<file path="config.mk">
export PLATFORM = sky130hd
export DESIGN_NAME = info_string_validator_core
export DESIGN_NICKNAME = d
export VERILOG_FILES = /design/src/sv/isv_pkg.sv /design/src/sv/info_string_validator_core.sv
export SDC_FILE = /design/constraint.sdc
export NUM_CORES = 1
export LEC_CHECK = 0
export BUFFER_PORTS_ARGS = -buffer_cell sky130_fd_sc_hd__buf_4
export CAP_MARGIN = 20
export CORE_MARGIN = 2
export CORE_UTILIZATION = 49
export DETAILED_ROUTE_END_ITERATION = 6
export GPL_TIMING_DRIVEN = 1
export PLACE_DENSITY_LB_ADDON = 0.25
export SYNTH_ARGS = -nofsm -noshare
export SYNTH_HDL_FRONTEND = slang
export SYNTH_SLANG_ARGS = --single-unit
</file>
<file path="constraint.sdc">
create_clock -name i_clk -period 5.35 [get_ports i_clk]
set_input_delay 0.535 -clock i_clk [delete_from_list [all_inputs] [get_ports i_clk]]
set_output_delay 0.535 -clock i_clk [all_outputs]
set_load 0.005 [all_outputs]
</file>
<file path="src/sv/isv_pkg.sv">
// isv_pkg: shared constants for the info string validator
// verdict codes, the special byte values and the verdict type; no dependencies
`timescale 1ns / 1ps

package isv_pkg;

    // verdict codes carried on the status field
    localparam logic [2:0] ST_OK            = 3'd0;
    localparam logic [2:0] ST_MISSING_KEY   = 3'd1;
    localparam logic [2:0] ST_MISSING_VALUE = 3'd2;
    localparam logic [2:0] ST_ILLEGAL       = 3'd3;
    localparam logic [2:0] ST_LONG_KEY      = 3'd4;
    localparam logic [2:0] ST_LONG_VALUE    = 3'd5;
    localparam logic [2:0] ST_LONG_STRING   = 3'd6;

    // byte values with special meaning
    localparam logic [7:0] CH_NUL       = 8'h00;
    localparam logic [7:0] CH_BACKSLASH = 8'h5C;
    localparam logic [7:0] CH_DQUOTE    = 8'h22;
    localparam logic [7:0] CH_SEMICOLON = 8'h3B;
    localparam logic [7:0] CH_PRINT_LO  = 8'h20;
    localparam logic [7:0] CH_PRINT_HI  = 8'h7E;

    typedef struct packed {
        logic       valid_res;
        logic [2:0] status;
    } t_verdict;

endpackage

</file>
<file path="src/sv/info_string_validator_core.sv">
// info_string_validator_core: top level of the info string validator
// uses isv_pkg for verdict codes, byte constants and the verdict type
`timescale 1ns / 1ps

// Usage
//   input channel: one string byte per request on i_char_code, qualified by
//   i_in_valid and held off by o_in_stall. a zero byte ends the string.
//   output channel: one verdict per terminated string on o_valid_res and
//   o_status, qualified by o_out_valid and held off by i_out_stall.
//   non-zero bytes only update the parse state and give no verdict.
// Throughput: one byte per cycle while o_in_stall is low; the parse state
//   is a single register set updated by one level of compare and increment
//   logic per byte. The verdict of a taken terminator is registered into the
//   output register, or into the skid register while the output is stalled.
// Stall: verdicts go into a two-entry output queue (output register plus a
//   skid register). while the receiver stalls, one further verdict can be
//   absorbed; o_in_stall rises only once both entries are full.
// Reset: i_rst_n is synchronous and active low. it returns the parser to the
//   start of a string with no error and empties the output queue.
module info_string_validator_core #(
    parameter int STRING_LIMIT = 512,
    parameter int KEY_LIMIT    = 64,
    parameter int VALUE_LIMIT  = 64
) (
    input  logic       i_clk,
    input  logic       i_rst_n,
    // byte request channel
    input  logic       i_in_valid,
    output logic       o_in_stall,
    input  logic [7:0] i_char_code,
    // verdict channel
    output logic       o_out_valid,
    input  logic       i_out_stall,
    output logic       o_valid_res,
    output logic [2:0] o_status
);

    // counter widths: a field never holds more than its limit minus one, the
    // incremented value at most the limit itself
    localparam int FIELD_MAX = (KEY_LIMIT > VALUE_LIMIT) ? KEY_LIMIT : VALUE_LIMIT;
    localparam int FW        = $clog2(FIELD_MAX + 1);
    localparam int TW        = $clog2(STRING_LIMIT + 1);

    localparam logic [FW-1:0] KEY_LIM_W   = FW'(KEY_LIMIT);
    localparam logic [FW-1:0] VALUE_LIM_W = FW'(VALUE_LIMIT);
    localparam logic [TW-1:0] STR_LIM_W   = TW'(STRING_LIMIT);

    typedef enum logic [2:0] {
        PH_START,        // before anything, a leading backslash allowed
        PH_KEY_FIRST,    // key begins
        PH_KEY,          // inside key
        PH_VALUE_FIRST,  // value begins
        PH_VALUE         // inside value
    } t_phase;

    // parse state
    t_phase          r_phase,     n_phase;
    logic [FW-1:0]   r_field_len, n_field_len;
    logic [TW-1:0]   r_total_len, n_total_len;
    logic [2:0]      r_first_err, n_first_err;

    // output queue
    logic               r_out_valid,  n_out_valid;
    isv_pkg::t_verdict  r_out,        n_out;
    logic               r_skid_valid, n_skid_valid;
    isv_pkg::t_verdict  r_skid,       n_skid;

    // per-byte decode
    logic              in_take;
    logic              is_term;
    logic              is_bslash;
    logic              is_illegal;
    logic              key_side;
    logic [FW-1:0]     field_inc;
    logic [TW-1:0]     total_inc;
    logic [FW-1:0]     field_lim;
    logic [2:0]        long_code;
    logic [2:0]        verdict_code;
    isv_pkg::t_verdict new_verdict;
    logic              out_take;

    assign in_take  = i_in_valid && !o_in_stall;
    assign out_take = r_out_valid && !i_out_stall;

    assign is_term    = (i_char_code == isv_pkg::CH_NUL);
    assign is_bslash  = (i_char_code == isv_pkg::CH_BACKSLASH);
    assign is_illegal = (i_char_code < isv_pkg::CH_PRINT_LO)
                     || (i_char_code > isv_pkg::CH_PRINT_HI)
                     || (i_char_code == isv_pkg::CH_DQUOTE)
                     || (i_char_code == isv_pkg::CH_SEMICOLON);
    assign key_side   = (r_phase == PH_START) || (r_phase == PH_KEY_FIRST)
                     || (r_phase == PH_KEY);
    assign field_inc  = r_field_len + FW'(1);
    assign total_inc  = r_total_len + TW'(1);
    assign field_lim  = key_side ? KEY_LIM_W : VALUE_LIM_W;
    assign long_code  = key_side ? isv_pkg::ST_LONG_KEY : isv_pkg::ST_LONG_VALUE;

    // verdict at the terminator: first error wins, else judged by phase
    always_comb begin
        if (r_first_err != isv_pkg::ST_OK) begin
            verdict_code = r_first_err;
        end else begin
            unique case (r_phase)
                PH_VALUE:                verdict_code = isv_pkg::ST_OK;
                PH_KEY, PH_VALUE_FIRST:  verdict_code = isv_pkg::ST_MISSING_VALUE;
                default:                 verdict_code = isv_pkg::ST_MISSING_KEY;
            endcase
        end
        new_verdict.valid_res = (verdict_code == isv_pkg::ST_OK);
        new_verdict.status    = verdict_code;
    end

    // parse state update
    always_comb begin
        n_phase     = r_phase;
        n_field_len = r_field_len;
        n_total_len = r_total_len;
        n_first_err = r_first_err;
        if (in_take) begin
            if (is_term) begin
                // restart for the next string
                n_phase     = PH_START;
                n_field_len = '0;
                n_total_len = '0;
                n_first_err = isv_pkg::ST_OK;
            end else if (r_first_err == isv_pkg::ST_OK) begin
                if (is_bslash) begin
                    // separator counts toward the string length only
                    if (total_inc >= STR_LIM_W) begin
                        n_first_err = isv_pkg::ST_LONG_STRING;
                    end else begin
                        n_total_len = total_inc;
                        n_field_len = '0;
                        if (r_phase == PH_START) begin
                            n_phase = PH_KEY_FIRST;
                        end else if (key_side) begin
                            n_phase = PH_VALUE_FIRST;
                        end else begin
                            n_phase = PH_KEY_FIRST;
                        end
                    end
                end else if (is_illegal) begin
                    n_first_err = isv_pkg::ST_ILLEGAL;
                end else if (field_inc >= field_lim) begin
                    n_first_err = long_code;
                end else if (total_inc >= STR_LIM_W) begin
                    n_first_err = isv_pkg::ST_LONG_STRING;
                end else begin
                    n_field_len = field_inc;
                    n_total_len = total_inc;
                    n_phase     = key_side ? PH_KEY : PH_VALUE;
                end
            end
        end
    end

    // output queue: skid entry refills the output register first
    always_comb begin
        n_out_valid  = r_out_valid;
        n_out        = r_out;
        n_skid_valid = r_skid_valid;
        n_skid       = r_skid;
        if (!r_out_valid || out_take) begin
            if (r_skid_valid) begin
                n_out_valid  = 1'b1;
                n_out        = r_skid;
                n_skid_valid = in_take && is_term;
                n_skid       = new_verdict;
            end else begin
                n_out_valid = in_take && is_term;
                n_out       = new_verdict;
            end
        end else if (in_take && is_term) begin
            n_skid_valid = 1'b1;
            n_skid       = new_verdict;
        end
    end

    always_ff @(posedge i_clk) begin
        if (!i_rst_n) begin
            r_phase      <= PH_START;
            r_field_len  <= '0;
            r_total_len  <= '0;
            r_first_err  <= isv_pkg::ST_OK;
            r_out_valid  <= 1'b0;
            r_skid_valid <= 1'b0;
        end else begin
            r_phase      <= n_phase;
            r_field_len  <= n_field_len;
            r_total_len  <= n_total_len;
            r_first_err  <= n_first_err;
            r_out_valid  <= n_out_valid;
            r_skid_valid <= n_skid_valid;
        end
        r_out  <= n_out;
        r_skid <= n_skid;
    end

    // hold off new bytes only while both queue entries are full
    assign o_in_stall  = r_skid_valid;
    assign o_out_valid = r_out_valid;
    assign o_valid_res = r_out.valid_res;
    assign o_status    = r_out.status;

endmodule

</file>
==> summary.md <==
| Metric | Value |
|---|---|
| Pre-Repair DR Iteration Count | 4 |
| Synthesis Warnings | 0 |
| Initial core utilization | 52.3% |
| Mapped Area | 1620 sq um |
| R2r worst-path depth | 6 |
| Die area | 3790 sq um |
| Clock Pin Slew Worst Setup and Hold Paths | 0.09 ns |
| Seq/Total Area, Yosys | 45.7% |
| Yosys reg bits | 33 |
| Slew Viols, Final | 0 |
| Final hold vios | 0 |
| Cts hold-fix bufs | 0 |
| Yosys cell types | 44 |
| Tot Pwr | 0.000446 W |
| Setup bufs post-CTS | 0 |
| RR Endpoint | r_total_len[8] |
| Most frequent cell after synthesis | dfxtp_1 |
| IO Pins | 18 |
| Multi-input gate area | 846 sq um |
| PortBufs | 17 |
| Cell taking the most area after synthesis | dfxtp_1 |
| Worst reg2reg path startpoint | r_total_len[2] |
| Final setup TNS | 0 ns |
| Hold EP | r_field_len[1] |
| WP data required | 5.62 ns |
| Tightest Pin Transition | 0.908 ns |
| Startpoint Class | flip-flop |
| Final net count | 208 |
| Crit path max fanout | 11 |
| Hold_sp | r_field_len[1] |
| Max-Slew Margin vs Limit | 38.7% |
| Minimum hold slack | 0.493 ns |
| Htree depth | 2 |
| CP Capture Type | flip-flop |
| Core area | 3100 sq um |
| Grt total ovfl | 0 |
| Die Ht | 61.5 um |
| Final setup fails | 0 |
| Post-DRT Antenna Nets | 0 |
| FILL cells | 308 |
| Post-synth EDFFs | 8 |
| HP Class | flip-flop to flip-flop |
| Synth Flop Type | dfxtp_1 |
| Global-route wire length before repair | 5.55 mm |
| Syn Area/Cell | 9.21 sq um |
| Via density | 5.66 |
| Post-layout util | 58.8% |
| Root Driver | clkbuf_4 |
| Outcome | finished clean |
| Post-synth ARST share | 0% |
| Row count | 20 |
| P per Cell Area | 244 nW/um^2 |
| Avg WL per Cell | 14.3 um |
| Longest Clk Path Bufs | 2 |
| Tcrit/Tclk final | 48.2% |
| Initial antenna violation count | 0 |
| Initial detailed-routing violation count | 72 |
| WHS Path Cells | 2 |
| Overall routed net length | 3.42 mm |
| Setup Skew | 0.0108 ns |
| Max Cap Viol | 0 |
| Post-CTS Resized | 0 |
| Cells after Synth | 176 |
| Worst-Skew Late Latency | 0.34 ns |
| Reg area | 741 sq um |
| Vias in the first global route | 1225 |
| Synthesis-to-finish area growth | 12.5% |
| # diodes | 0 |
| RSZ-0062 raised after global routing | no |
| Remaining DRCs | 0 |
| Via Count | 1352 |
| CP Data Arrival Time | 2.85 ns |
| Critical path type | flip-flop to flip-flop |
| VDD IR max | 0.111 mV |
| Largest net degree at the start of global routing | 14 |
| CTS tree | done |
| Reg-to-reg slack, setup | 2.77 ns |
| Leak pwr | 0.600 nW |
| Post-synth top cells | dfxtp_1 (25), nor2_1 (19), nand2_1 (17) |
| Post-DP HPWL | 2.55 mm |
| Layout cells sized above 1 | 18.5% |
| RePlAce Congestion | 0.812 |
| Top-area cell type share of the netlist area | 30.9% |
| Tmin final | 2.58 ns |
| CTS Buf Count | 5 |
| Area contributors post-synth | dfxtp_1 (31%), edfxtp_1 (15%), xnor2_1 (5.4%) |
| Syn nets | 190 |
| Sink Count | 33 |
| Max Fclk | 0.388 GHz |
| Total Routing Usage GR | 19.9% |
| Die W | 61.5 um |
## per-stage QoR
step,instances,setup WS [ns],area [sq um]
2_1_floorplan,176,3.11,1620
3_3_place_gp,231,2.74,1770
3_5_place_dp,231,2.62,1770
4_1_cts,239,2.81,1820
5_1_grt,239,2.50,1820
6_report,239,2.77,1820
## state kept, by name, indices dropped and copies added (netlist names)
signal       cells
o_out_valid      1
o_valid_res      1
r_total_len     10
o_in_stall       1
r_first_err      3
r_skid           4
r_phase          3
o_status         3
r_field_len      7
## logic make-up after synthesis
group,after synthesis,share of synthesized area [%]
compound gates,34,13.5
fa+ha+maj,2,1.54
simple gates,85,28.3
xor+xnor,10,5.40
buf+inv,7,2.16
mux,5,3.39
flops,33,45.7
## layout by cell type, fill, tap and decap left out, types with 2 or more instances in the layout
cell type,n
clkbuf_4,5
nor3_1,4
nor2b_1,2
a21oi_1,9
buf_4,17
o31ai_1,2
and2_1,3
and3_1,3
or4_1,2
mux2_2,4
a41oi_1,2
nand2b_1,2
nand4_1,3
o21ai_0,7
a31oi_1,2
nand3_1,8
a21boi_0,6
dfxtp_1,25
xnor2_1,10
nor3b_1,3
or3_1,4
nor2_1,19
edfxtp_1,8
nor4_1,6
ha_1,2
nand2_1,17
clkinv_2,2
## report_power, final
part	switching (W)	internal (W)
logic	0.0000272	0.0000214
clock network	0.0000793	0.0000499
registers	0.00000606	0.000262
total	0.000113	0.000333
## how the worst max path moves through the flow
| stage | from | end | slack, ns | cells past startpoint |
|---|---|---|---|---|
| 4_1_cts | r_total_len[2] | r_total_len[8] | 2.81 | 6 |
| 6_report | r_total_len[2] | r_total_len[8] | 2.77 | 6 |
| 3_3_place_gp | i_char_code[0] | r_total_len[8] | 2.74 | 7 |
| 2_1_floorplan | i_char_code[0] | r_skid[0] | 3.11 | 3 |
| 5_1_grt | r_total_len[2] | r_phase[1] | 2.50 | 6 |
| 3_5_place_dp | i_char_code[0] | r_total_len[4] | 2.62 | 7 |
## per-layer routing
| metal | wire length [um] | track usage [%] |
|---|---|---|
| met1 | 1550 | 24.9 |
| met2 | 1620 | 31.0 |
| met3 | 170 | 6.30 |
| met4 | 75 | 9.73 |
| met5 | 0 | 0 |
## critical path, stage by stage, from the launching register on
cell	delay, ns
dfxtp_1	0.41
nand3_1	0.17
or4_1	0.56
a31oi_1	0.70
or2_1	0.39
o21ai_0	0.16
a21oi_1	0.13
## layout make-up
cell class | instances | area share [%]
Tap cell | 44 | 3.02
Timing Repair Buffer | 17 | 7.00
Inverter | 1 | 0.206
Sequential cell | 33 | 40.6
Clock inverter | 2 | 0.549
Clock buffer | 6 | 2.26
Multi-Input combinational cell | 136 | 46.4
Power figures use the tool's default switching activity.
